<file path="config.mk">
export PLATFORM = sky130hd
export DESIGN_NAME = claim_refcount_table_core_flat
export DESIGN_NICKNAME = d
export VERILOG_FILES = /design/src/hdl/crt_pkg.sv /design/src/hdl/crt_if.sv /design/src/hdl/crt_ram.sv /design/src/hdl/crt_seq.sv /design/src/hdl/claim_refcount_table_core.sv /design/src/flat_wrapper.sv
export SDC_FILE = /design/constraint.sdc
export NUM_CORES = 1
export LEC_CHECK = 0
export BUFFER_PORTS_ARGS = -buffer_cell sky130_fd_sc_hd__buf_2
export CAP_MARGIN = 20
export CORE_MARGIN = 2
export CORE_UTILIZATION = 45
export CTS_BUF_LIST = sky130_fd_sc_hd__clkbuf_4 sky130_fd_sc_hd__clkbuf_8
export CTS_CLUSTER_DIAMETER = 30
export DETAILED_ROUTE_END_ITERATION = 8
export PLACE_DENSITY = 0.6
export SYNTH_ARGS = -nofsm -noshare
export SYNTH_HDL_FRONTEND = slang
export SYNTH_SLANG_ARGS = --single-unit
</file>
<file path="constraint.sdc">
create_clock -name clk -period 9.4 [get_ports clk]
set_input_delay 0.94 -clock clk [delete_from_list [all_inputs] [get_ports clk]]
set_output_delay 0.94 -clock clk [all_outputs]
set_load 0.005 [all_outputs]
</file>
<file path="src/hdl/crt_pkg.sv">
// ----------------------------------------------------------------------------
// crt_pkg: shared types and codes of the claim reference-count table
// Holds the mode and status codes, the sequencer states and the structs
// that travel between the table sequencer and the top level.
// ----------------------------------------------------------------------------
package crt_pkg;

	// Fixed widths of the channel fields.
	localparam int MODE_BITS      = 3;
	localparam int TAG_IN_BITS    = 16;
	localparam int COUNT_OUT_BITS = 8;

	// Modes of an input transaction. Codes above MODE_QUERY act as a query.
	localparam logic [MODE_BITS-1:0] MODE_CLAIM              = 3'd0;
	localparam logic [MODE_BITS-1:0] MODE_RELEASE            = 3'd1;
	localparam logic [MODE_BITS-1:0] MODE_RELEASE_TAG        = 3'd2;
	localparam logic [MODE_BITS-1:0] MODE_RELEASE_EVERYTHING = 3'd3;
	localparam logic [MODE_BITS-1:0] MODE_QUERY              = 3'd4;

	// Result status codes.
	typedef enum logic [2:0] {
		ST_OK        = 3'd0,
		ST_BUSY      = 3'd1,
		ST_FULL      = 3'd2,
		ST_MISSING   = 3'd3,
		ST_SATURATED = 3'd4
	} status_t;

	// Sequencer states.
	typedef enum logic [2:0] {
		S_IDLE,
		S_SCAN,
		S_ACT,
		S_SHIFT,
		S_DONE
	} seq_state_t;

	// One request as taken from the input channel.
	typedef struct packed {
		logic [MODE_BITS-1:0]   mode;
		logic [TAG_IN_BITS-1:0] context_tag;
	} request_t;

	// One finished result.
	typedef struct packed {
		status_t                   status;
		logic                      is_first;
		logic                      is_claimed;
		logic                      any_claimed;
		logic [COUNT_OUT_BITS-1:0] claim_count;
	} result_t;

endpackage

</file>
<file path="src/hdl/crt_if.sv">
// ----------------------------------------------------------------------------
// crt_if: request and result channels
// Valid/ready channels; a transaction moves on a rising edge with both high.
// ----------------------------------------------------------------------------
interface crt_in_if import crt_pkg::*; ();
	logic                   valid;
	logic                   ready;
	logic [MODE_BITS-1:0]   mode;
	logic [TAG_IN_BITS-1:0] context_tag;

	modport source (output valid, output mode, output context_tag, input ready);
	modport sink   (input valid, input mode, input context_tag, output ready);
endinterface

interface crt_out_if import crt_pkg::*; ();
	logic                      valid;
	logic                      ready;
	logic [2:0]                status;
	logic                      is_first;
	logic                      is_claimed;
	logic                      any_claimed;
	logic [COUNT_OUT_BITS-1:0] claim_count;

	modport source (output valid, output status, output is_first, output is_claimed,
		output any_claimed, output claim_count, input ready);
	modport sink   (input valid, input status, input is_first, input is_claimed,
		input any_claimed, input claim_count, output ready);
endinterface

</file>
<file path="src/hdl/crt_ram.sv">
// ----------------------------------------------------------------------------
// crt_ram: generic single-write, single-read RAM
// One write port and one read port with registered read data.
// ----------------------------------------------------------------------------
module crt_ram #(
	parameter int WIDTH = 24,
	parameter int DEPTH = 8
) (
	input  logic                                  clk,
	input  logic                                  we,
	input  logic [(DEPTH > 1 ? $clog2(DEPTH) : 1)-1:0] wr_addr,
	input  logic [WIDTH-1:0]                      wr_data,
	input  logic [(DEPTH > 1 ? $clog2(DEPTH) : 1)-1:0] rd_addr,
	output logic [WIDTH-1:0]                      rd_data
);

	logic [WIDTH-1:0] mem [DEPTH];

	// Write port and registered read port.
	always_ff @(posedge clk) begin
		if (we) begin
			mem[wr_addr] <= wr_data;
		end
		rd_data <= mem[rd_addr];
	end

endmodule

</file>
<file path="src/hdl/crt_seq.sv">
// ----------------------------------------------------------------------------
// crt_seq: table sequencer
// Scans the entry RAM one slot a cycle with a shared tag comparator, applies
// the requested mode and compacts the table by a shift sweep on removal.
// ----------------------------------------------------------------------------
module crt_seq import crt_pkg::*; #(
	parameter int MAX_ENTRIES = 8,
	parameter int TAG_BITS    = 16,
	parameter int COUNT_BITS  = 8
) (
	input  logic     clk,
	input  logic     arst_n,
	input  logic     claim_enable,
	input  logic     in_valid,
	output logic     in_ready,
	input  request_t req,
	output logic     done,
	input  logic     done_ack,
	output result_t  result
);

	localparam int OW = $clog2(MAX_ENTRIES + 1);
	localparam int AW = (MAX_ENTRIES > 1) ? $clog2(MAX_ENTRIES) : 1;
	localparam int DW = TAG_BITS + COUNT_BITS;

	seq_state_t            state_q, state_d;
	logic [MODE_BITS-1:0]  mode_q;
	logic [TAG_BITS-1:0]   tag_q;
	logic [OW-1:0]         occ_q;
	logic [OW-1:0]         idx_q;
	logic [AW-1:0]         k_q;
	logic                  found_q;
	logic [COUNT_BITS-1:0] cnt_q;
	logic                  rd_vld_s1;
	logic [AW-1:0]         rd_idx_s1;
	result_t               res_q;

	logic [AW-1:0]         ram_rd_addr;
	logic [DW-1:0]         ram_rd_data;
	logic                  ram_we;
	logic [AW-1:0]         ram_wr_addr;
	logic [DW-1:0]         ram_wr_data;
	logic [TAG_BITS-1:0]   rd_tag;
	logic [COUNT_BITS-1:0] rd_cnt;

	logic hit;
	logic more;
	logic issue;
	logic accept;

	status_t               act_status;
	logic                  act_first;
	logic                  act_remove;
	logic                  act_upd;
	logic                  act_ins;
	logic                  act_any;
	logic [COUNT_BITS-1:0] act_new_cnt;
	logic [COUNT_BITS-1:0] act_res_cnt;

	crt_ram #(
		.WIDTH (DW),
		.DEPTH (MAX_ENTRIES)
	) u_ram (
		.clk     (clk),
		.we      (ram_we),
		.wr_addr (ram_wr_addr),
		.wr_data (ram_wr_data),
		.rd_addr (ram_rd_addr),
		.rd_data (ram_rd_data)
	);

	// Shared comparator on the entry coming back from the RAM.
	assign rd_tag = ram_rd_data[DW-1:COUNT_BITS];
	assign rd_cnt = ram_rd_data[COUNT_BITS-1:0];
	assign hit    = rd_vld_s1 && (rd_tag == tag_q);
	assign more   = idx_q < occ_q;
	assign accept = in_valid && in_ready;

	// Decision of the action step from the scan outcome.
	always_comb begin
		act_status  = ST_OK;
		act_first   = 1'b0;
		act_remove  = 1'b0;
		act_upd     = 1'b0;
		act_ins     = 1'b0;
		act_new_cnt = cnt_q;
		act_res_cnt = found_q ? cnt_q : '0;
		case (mode_q)
			MODE_CLAIM: begin
				if (!claim_enable) begin
					act_status = ST_BUSY;
				end else if (found_q) begin
					if (cnt_q == {COUNT_BITS{1'b1}}) begin
						act_status = ST_SATURATED;
					end else begin
						act_upd     = 1'b1;
						act_new_cnt = cnt_q + COUNT_BITS'(1);
						act_res_cnt = act_new_cnt;
					end
				end else if (occ_q == OW'(MAX_ENTRIES)) begin
					act_status = ST_FULL;
				end else begin
					act_ins     = 1'b1;
					act_first   = (occ_q == '0);
					act_new_cnt = COUNT_BITS'(1);
					act_res_cnt = act_new_cnt;
				end
			end
			MODE_RELEASE: begin
				if (found_q) begin
					act_new_cnt = cnt_q - COUNT_BITS'(1);
					if (cnt_q == COUNT_BITS'(1)) begin
						act_remove  = 1'b1;
						act_res_cnt = '0;
					end else begin
						act_upd     = 1'b1;
						act_res_cnt = act_new_cnt;
					end
				end else begin
					act_status  = ST_MISSING;
				end
			end
			MODE_RELEASE_TAG: begin
				act_remove  = found_q;
				act_res_cnt = '0;
			end
			default: begin
			end
		endcase
		act_any = act_ins || (act_remove ? (occ_q > OW'(1)) : (occ_q != '0));
	end

	// Next state.
	always_comb begin
		state_d = state_q;
		case (state_q)
			S_IDLE: begin
				if (in_valid) begin
					state_d = (req.mode == MODE_RELEASE_EVERYTHING) ? S_DONE : S_SCAN;
				end
			end
			S_SCAN: begin
				if (hit || !more) begin
					state_d = S_ACT;
				end
			end
			S_ACT: begin
				state_d = act_remove ? S_SHIFT : S_DONE;
			end
			S_SHIFT: begin
				if (!more && !rd_vld_s1) begin
					state_d = S_DONE;
				end
			end
			S_DONE: begin
				if (done_ack) begin
					state_d = S_IDLE;
				end
			end
			default: begin
				state_d = S_IDLE;
			end
		endcase
	end

	// Outputs and RAM control.
	always_comb begin
		in_ready    = 1'b0;
		done        = 1'b0;
		issue       = 1'b0;
		ram_rd_addr = idx_q[AW-1:0];
		ram_we      = 1'b0;
		ram_wr_addr = k_q;
		ram_wr_data = {tag_q, act_new_cnt};
		case (state_q)
			S_IDLE: begin
				in_ready = 1'b1;
			end
			S_SCAN: begin
				issue = !hit && more;
			end
			S_ACT: begin
				ram_we      = act_upd || act_ins;
				ram_wr_addr = act_ins ? occ_q[AW-1:0] : k_q;
			end
			S_SHIFT: begin
				issue       = more;
				ram_we      = rd_vld_s1;
				ram_wr_addr = rd_idx_s1 - AW'(1);
				ram_wr_data = ram_rd_data;
			end
			S_DONE: begin
				done = 1'b1;
			end
			default: begin
			end
		endcase
	end

	assign result = res_q;

	// Control registers.
	always_ff @(posedge clk or negedge arst_n) begin
		if (!arst_n) begin
			state_q   <= S_IDLE;
			occ_q     <= '0;
			idx_q     <= '0;
			rd_vld_s1 <= 1'b0;
		end else begin
			state_q   <= state_d;
			rd_vld_s1 <= issue;
			if (accept) begin
				idx_q <= '0;
				if (req.mode == MODE_RELEASE_EVERYTHING) begin
					occ_q <= '0;
				end
			end else if (issue) begin
				idx_q <= idx_q + OW'(1);
			end else if (state_q == S_ACT) begin
				idx_q <= OW'(k_q) + OW'(1);
				if (act_ins) begin
					occ_q <= occ_q + OW'(1);
				end
			end
			if (state_q == S_SHIFT && !more && !rd_vld_s1) begin
				occ_q <= occ_q - OW'(1);
			end
		end
	end

	// Request, scan outcome and result payload.
	always_ff @(posedge clk) begin
		rd_idx_s1 <= idx_q[AW-1:0];
		if (accept) begin
			mode_q  <= req.mode;
			tag_q   <= TAG_BITS'(req.context_tag);
			found_q <= 1'b0;
			res_q   <= '{status: ST_OK, is_first: 1'b0, is_claimed: 1'b0,
				any_claimed: 1'b0, claim_count: '0};
		end
		if (state_q == S_SCAN && hit) begin
			found_q <= 1'b1;
			k_q     <= rd_idx_s1;
			cnt_q   <= rd_cnt;
		end
		if (state_q == S_ACT) begin
			res_q.status      <= act_status;
			res_q.is_first    <= act_first;
			res_q.is_claimed  <= (act_res_cnt != '0);
			res_q.any_claimed <= act_any;
			res_q.claim_count <= COUNT_OUT_BITS'(act_res_cnt);
		end
	end

	// The table never holds more entries than it has slots.
	a_occ_bound: assert property (@(posedge clk) disable iff (!arst_n)
		occ_q <= OW'(MAX_ENTRIES))
		else $error("occupancy above table size");

	// A shift write always lands inside the occupied region.
	a_shift_addr: assert property (@(posedge clk) disable iff (!arst_n)
		(state_q == S_SHIFT && ram_we) |-> (OW'(ram_wr_addr) + OW'(1) < occ_q))
		else $error("shift write outside the occupied slots");

	// Releasing everything empties the table at once.
	a_clear_all: assert property (@(posedge clk) disable iff (!arst_n)
		(accept && req.mode == MODE_RELEASE_EVERYTHING) |=> (occ_q == '0))
		else $error("table not empty after release of everything");

	// Read data is only pending while a sweep is running.
	a_rd_pending: assert property (@(posedge clk) disable iff (!arst_n)
		rd_vld_s1 |-> (state_q == S_SCAN || state_q == S_SHIFT))
		else $error("pending read outside scan or shift");

endmodule

</file>
<file path="src/hdl/claim_refcount_table_core.sv">
// ----------------------------------------------------------------------------
// claim_refcount_table_core: claim reference-count table
// Table of claimant tags with claim counts, kept compact in first-claim
// order, with a claim-enable register and valid/ready channels.
// ----------------------------------------------------------------------------
// The block takes one transaction at a time. A request is accepted, then
// the entry RAM is scanned one slot per cycle through a single registered
// read port, ending at the matching tag or after the last occupied slot.
// The action state then applies the mode. Removing an entry adds a sweep
// that moves every higher entry down one slot. The done state then hands
// the result to an output register, and the next request is accepted while
// it waits there. A release of everything skips the scan and goes straight
// to the hand-off. While the output register still holds an unaccepted
// result, the block waits in its hand-off state.
// ----------------------------------------------------------------------------
module claim_refcount_table_core import crt_pkg::*; #(
	parameter int MAX_ENTRIES = 8,
	parameter int TAG_BITS    = 16,
	parameter int COUNT_BITS  = 8
) (
	input  logic             clk,
	input  logic             arst_n,
	input  logic             cfg_we,
	input  logic             cfg_wdata,
	crt_in_if.sink           in_ch,
	crt_out_if.source        out_ch
);

	logic     claim_enable_q;
	logic     done;
	logic     done_ack;
	logic     in_ready;
	request_t req;
	result_t  result;
	logic     out_vld_q;
	result_t  out_res_q;

	// Claim-enable register.
	always_ff @(posedge clk or negedge arst_n) begin
		if (!arst_n) begin
			claim_enable_q <= 1'b0;
		end else if (cfg_we) begin
			claim_enable_q <= cfg_wdata;
		end
	end

	assign req.mode        = in_ch.mode;
	assign req.context_tag = in_ch.context_tag;
	assign in_ch.ready     = in_ready;

	crt_seq #(
		.MAX_ENTRIES (MAX_ENTRIES),
		.TAG_BITS    (TAG_BITS),
		.COUNT_BITS  (COUNT_BITS)
	) u_seq (
		.clk          (clk),
		.arst_n       (arst_n),
		.claim_enable (claim_enable_q),
		.in_valid     (in_ch.valid),
		.in_ready     (in_ready),
		.req          (req),
		.done         (done),
		.done_ack     (done_ack),
		.result       (result)
	);

	// Output register: takes a finished result whenever its slot is free.
	assign done_ack = done && (!out_vld_q || out_ch.ready);

	always_ff @(posedge clk or negedge arst_n) begin
		if (!arst_n) begin
			out_vld_q <= 1'b0;
		end else if (done_ack) begin
			out_vld_q <= 1'b1;
		end else if (out_ch.ready) begin
			out_vld_q <= 1'b0;
		end
	end

	always_ff @(posedge clk) begin
		if (done_ack) begin
			out_res_q <= result;
		end
	end

	assign out_ch.valid       = out_vld_q;
	assign out_ch.status      = out_res_q.status;
	assign out_ch.is_first    = out_res_q.is_first;
	assign out_ch.is_claimed  = out_res_q.is_claimed;
	assign out_ch.any_claimed = out_res_q.any_claimed;
	assign out_ch.claim_count = out_res_q.claim_count;

endmodule
</file>
<file path="src/flat_wrapper.sv">
// flat-port wrapper written by rule: the top's interface ports become plain ports
module claim_refcount_table_core_flat import crt_pkg::*;
#(
	parameter int MAX_ENTRIES = 8,
	parameter int TAG_BITS    = 16,
	parameter int COUNT_BITS  = 8
)
  (clk, arst_n, cfg_we, cfg_wdata, in_ch_valid, in_ch_mode, in_ch_context_tag, in_ch_ready, out_ch_valid, out_ch_status, out_ch_is_first, out_ch_is_claimed, out_ch_any_claimed, out_ch_claim_count, out_ch_ready);
  crt_in_if in_ch_i ();
  crt_out_if out_ch_i ();
  input  logic clk;
  input  logic arst_n;
  input  logic cfg_we;
  input  logic cfg_wdata;
  input wire logic [$bits(in_ch_i.valid)-1:0] in_ch_valid;
  input wire logic [$bits(in_ch_i.mode)-1:0] in_ch_mode;
  input wire logic [$bits(in_ch_i.context_tag)-1:0] in_ch_context_tag;
  output wire logic [$bits(in_ch_i.ready)-1:0] in_ch_ready;
  output wire logic [$bits(out_ch_i.valid)-1:0] out_ch_valid;
  output wire logic [$bits(out_ch_i.status)-1:0] out_ch_status;
  output wire logic [$bits(out_ch_i.is_first)-1:0] out_ch_is_first;
  output wire logic [$bits(out_ch_i.is_claimed)-1:0] out_ch_is_claimed;
  output wire logic [$bits(out_ch_i.any_claimed)-1:0] out_ch_any_claimed;
  output wire logic [$bits(out_ch_i.claim_count)-1:0] out_ch_claim_count;
  input wire logic [$bits(out_ch_i.ready)-1:0] out_ch_ready;
  assign in_ch_i.valid = in_ch_valid;
  assign in_ch_i.mode = in_ch_mode;
  assign in_ch_i.context_tag = in_ch_context_tag;
  assign in_ch_ready = in_ch_i.ready;
  assign out_ch_valid = out_ch_i.valid;
  assign out_ch_status = out_ch_i.status;
  assign out_ch_is_first = out_ch_i.is_first;
  assign out_ch_is_claimed = out_ch_i.is_claimed;
  assign out_ch_any_claimed = out_ch_i.any_claimed;
  assign out_ch_claim_count = out_ch_i.claim_count;
  assign out_ch_i.ready = out_ch_ready;
  claim_refcount_table_core #(.MAX_ENTRIES(MAX_ENTRIES), .TAG_BITS(TAG_BITS), .COUNT_BITS(COUNT_BITS)) u_core (.clk(clk), .arst_n(arst_n), .cfg_we(cfg_we), .cfg_wdata(cfg_wdata), .in_ch(in_ch_i), .out_ch(out_ch_i));
endmodule
</file>
==> summary.txt <==
Die
  • IO Count: a little over 40
  • Die area: around 29000 um2
  • Die span in x: between 150 and 200 um
  • Total core area: 26950 um2
  • Die Ht: roughly 170 um
  • Initial core utilization: 0.4575
  • # rows: 60

Cells and area
  • Antenna cells: 0
  • Layout Utilization: 0.5295
  • # nets final: about 960
  • Syn-to-layout area delta: 15.75%
  • Ratio of cells with drive above 1 in the final layout: 0.2448
  • Non-Filler Instances: between 1000 and 1500
  • Fillers: roughly 2200

Global route
  • Initial antenna violation count: 0
  • GR Overflow Total: 0
  • Global Route Usage Sum: 0.1836
  • Largest net degree at the start of global routing: 54
  • Number of global-route vias before repair: 7253
  • First-pass GRT wire length: 40380 um

Logic synthesis
  • Post-Synthesis Cells: around 850
  • Dominant cell type by area after synthesis: edfxtp_1
  • Simple-gate share of the synthesized area: 0.1148
  • Primary FF master, synth: edfxtp_1
  • Mean Syn Cell Area: 14.49 um2
  • Post-synth EDFFs: 250
  • Synth warn: 0
  • Compound-cell area share of the yosys netlist: 0.06221
  • Share of flip-flops with an asynchronous set or reset: 0.04795
  • Synthesized net count: approximately 890
  • Adder-cell share of the synthesized area: 0.01319
  • Post-synthesis xor/xnor area fraction: 0.01350
  • Unique cell type count in the Yosys netlist: 76
  • Cell area after synthesis: ~12000 um2
  • Post-synth top area share: 0.6089
  • Largest family of logic cells by synthesized area: simple AND/OR/NAND/NOR gates
  • #FFs+latches synth: between 200 and 300
  • Multiplexer share of the synthesized area: 0.09204
  • Seq/Total Area, Yosys: 0.6828
  • Area contributors post-synth: edfxtp_1 61%, mux4_2 8.8%, nand2_1 4.6%

Clock tree
  • Setup Fix Bufs, Post-CTS: 0
  • PostCTS Resize Cnt: 0
  • H-tree levels: 2
  • Post-CTS Hold Fix Bufs: 0
  • Clk pin slew, worst setup/hold paths: 60 ps
  • Max Root-Sink Buffers: 3
  • TritonCTS Buffers: 57
  • Clock net sink count: 292
  • Clock root cell: clkbuf_8
  • Worst skew pair latency: 600 ps
  • CTS tree: built

Routing
  • First drt pass iteration count: 5
  • Vias post-DR: about 7300
  • Vias/cell: 5.604
  • Final WL: roughly 26000 um
  • Final antenna-violating net count: 0
  • 1st-iter DRT viols: between 600 and 700
  • Routed len/inst: 19.71 um
  • DRC viols: 0

Critical path
  • Crit end category: register
  • CP Launch Point: u_core.u_seq.occ_q[1]$_DFFE_PN0P_
  • Critical R2R Capture: u_core.u_seq.u_ram.mem[7][0]$_DFFE_PP_
  • Setup slack, reg-to-reg: roughly 5700 ps
  • WP data arrival: around 4000 ps
  • FF-to-FF path depth: 9
  • Kind of critical path: register to register
  • CP Cell Sequence: inv_1 > ha_1 > and3b_1 > nor4_1 > o21ai_1 > a221oi_1 > nand2_1 > nor2_2 > buf_4
  • Worst setup path end: u_core.u_seq.u_ram.mem[7][0]$_DFFE_PP_
  • Worst setup SP type: register
  • Worst Path Max Fanout: 16
  • Worst path max stage delay: around 590 ps
  • RR Startpoint: u_core.u_seq.occ_q[1]$_DFFE_PN0P_
  • Req. time, crit path: 9660 ps
  • CP max stage cell: nor2_2

STA
  • Hold Vio Cnt, Final: 0
  • Setup violations, final: 0
  • Worst Tran Pin Value: slightly above 1000 ps
  • TNS Setup: 0 ps
  • Worst rel slew slack: 0.3169
  • F_max: approximately 0.27 GHz
  • Period utilization: 0.3933
  • Setup Skew: approximately 30 ps
  • Max Slew Vio Count: 0
  • Final min period: 3697 ps
  • RSZ-0062 raised after global routing: false

Power
  • Sw frac: 0.2989
  • Pwr/cell area: around 280 nW/um2
  • P_int: around 2.8 mW
  • Seq pwr share: 0.431
  • VDD IR max: approximately 240 uV
  • Sw power: 1.215 mW
  • Clock network power share: 0.344
  • Comb pwr share: 0.225
  • Leakage power: 5.095 nW

Run status
  • Status: complete, no violations

Placement
  • Input/output buffers: 40
  • Post-DP HPWL: around 15000 um
  • Routability congestion estimate: around 0.90
  • Placed insts: 1200

Flow run
  • Max-cap violations: 0

Min path
  • Worst Hold Class: input pin to asynchronous set/reset pin
[registers in the layout, indices dropped and copies added (netlist names)]
| register | cells |
|---|---|
| u_core.claim_enable_q | 1 |
| u_core.out_ch.any_claimed | 1 |
| u_core.out_ch.claim_count | 8 |
| u_core.out_ch.is_claimed | 1 |
| u_core.out_ch.is_first | 1 |
| u_core.out_ch.status | 3 |
| u_core.out_ch.valid | 1 |
| u_core.u_seq.cnt_q | 8 |
| u_core.u_seq.found_q | 1 |
| u_core.u_seq.idx_q | 4 |
| u_core.u_seq.k_q | 3 |
| u_core.u_seq.mode_q | 3 |
| u_core.u_seq.occ_q | 4 |
| u_core.u_seq.rd_idx_s1 | 3 |
| u_core.u_seq.rd_vld_s1 | 1 |
| u_core.u_seq.result | 14 |
| u_core.u_seq.state_q | 3 |
| u_core.u_seq.tag_q | 16 |
| u_core.u_seq.u_ram.mem | 192 |
| u_core.u_seq.u_ram.rd_data | 24 |
[worst min path at each step]
stage	startpoint	endpoint	slack (ps)	cells past startpoint
after CTS	arst_n	u_core.claim_enable_q$_DFFE_PN0P_	230	1
after global routing	arst_n	u_core.claim_enable_q$_DFFE_PN0P_	230	1
final	arst_n	u_core.claim_enable_q$_DFFE_PN0P_	240	1
after detailed placement	u_core.u_seq.result[1]$_SDFFCE_PN0P_	u_core.out_ch.claim_count[1]$_DFFE_PP_	400	0
after global placement	u_core.u_seq.result[11]$_SDFFCE_PN0P_	u_core.out_ch.status[0]$_DFFE_PP_	400	0
after floorplan	u_core.u_seq.idx_q[0]$_DFFE_PN0P_	u_core.u_seq.rd_idx_s1[0]$_DFF_P_	350	0
[cell usage in the layout, fill, tap and decap left out, types with 8 or more instances in the layout]
cell / instances
a21oi_1: 22
o21ai_0: 21
and3_1: 8
ha_1: 13
dfrtp_1: 12
mux4_2: 48
buf_2: 40
nand3_1: 14
nor2_1: 40
buf_4: 14
nand2b_1: 10
clkinv_2: 9
nor4_1: 9
nand2_1: 152
edfxtp_1: 250
xor2_1: 13
clkbuf_8: 65
dfxtp_1: 28
inv_1: 17
nor3_1: 13
[power groups by stage]
stage	registers (mW)	logic, mW	clock network, mW
6_report	1.75	0.915	1.40
5_1_grt	1.77	1.02	1.49
4_1_cts	1.75	0.912	1.43
3_5_place_dp	1.78	0.910	0
3_3_place_gp	1.78	0.904	0
2_1_floorplan	1.73	0.693	0
[layer usage]
metal / track usage / vias to the layer above / share of wire
li1: - / 3406 / -
met1: 0.2516 / 3578 / 0.44
met2: 0.2992 / 292 / 0.47
met3: 0.03335 / 60 / 0.068
met4: 0.06094 / 0 / 0.025
met5: 0 / - / 0
[Yosys cell counts (3+ instances only)]
cell       instances
edfxtp_1         250
buf_1              3
nor4_1             9
nor3b_1            3
or3_1              4
nand3b_1           5
o211ai_1           3
a21o_1             4
a21boi_0           3
a31oi_1            5
o21ai_0           21
nand4_1            5
nand2_1          152
a211o_1            3
mux2_2             3
mux4_2            48
nor2_1            46
nor3_1            16
inv_1             17
nand2b_1          10
and2_1             4
dfrtp_1           14
o2111ai_1          3
ha_1              13
a211oi_1           3
xnor2_1            6
or2_2              3
dfxtp_1           28
clkbuf_1          30
a221o_1            3
and3_1             8
o22ai_1            7
a221oi_1           7
xor2_1            13
a21oi_1           22
nand3_1           14
buf_2             11
[cells by family after synthesis]
kind of cell             count (synthesis)
flip-flops                             292
buffers and inverters                   64
XOR/XNOR                                19
adder cells (fa/ha/maj)                 13
AND/OR/NAND/NOR                        299
AO/OA/AOI/OAI                          111
multiplexers                            53
[worst max-delay path: cells and delay by family (launching register included)]
kind                     cells  cell delay (ps)
AND/OR/NAND/NOR              4             1360
flip-flops                   1              480
buffers and inverters        2              570
adder cells (fa/ha/maj)      1              250
AO/OA/AOI/OAI                2              690
[stage by stage]
step	hold slack (ps)	power (mW)	cell area (um2)	setup WS, ps
2_1_floorplan	345.4	2.422	12330	5209
3_3_place_gp	400.5	2.680	12900	5818
3_5_place_dp	404.5	2.688	12900	5727
4_1_cts	226.3	4.091	14220	5707
5_1_grt	233.8	4.281	14270	5437
6_report	244.5	4.064	14270	5703
[layout make-up]
cell class	instances	area [um2]	area share
clock buffers	72	947.2	0.06637
clock inverters	35	370.4	0.02595
inverters	18	67.56	0.004734
multi-input cells	495	3676	0.2576
flip-flops and latches	292	8423	0.5902
well taps	341	426.7	0.02990
repair buffers	56	360.3	0.02525
(Power assumes the default switching activity.)
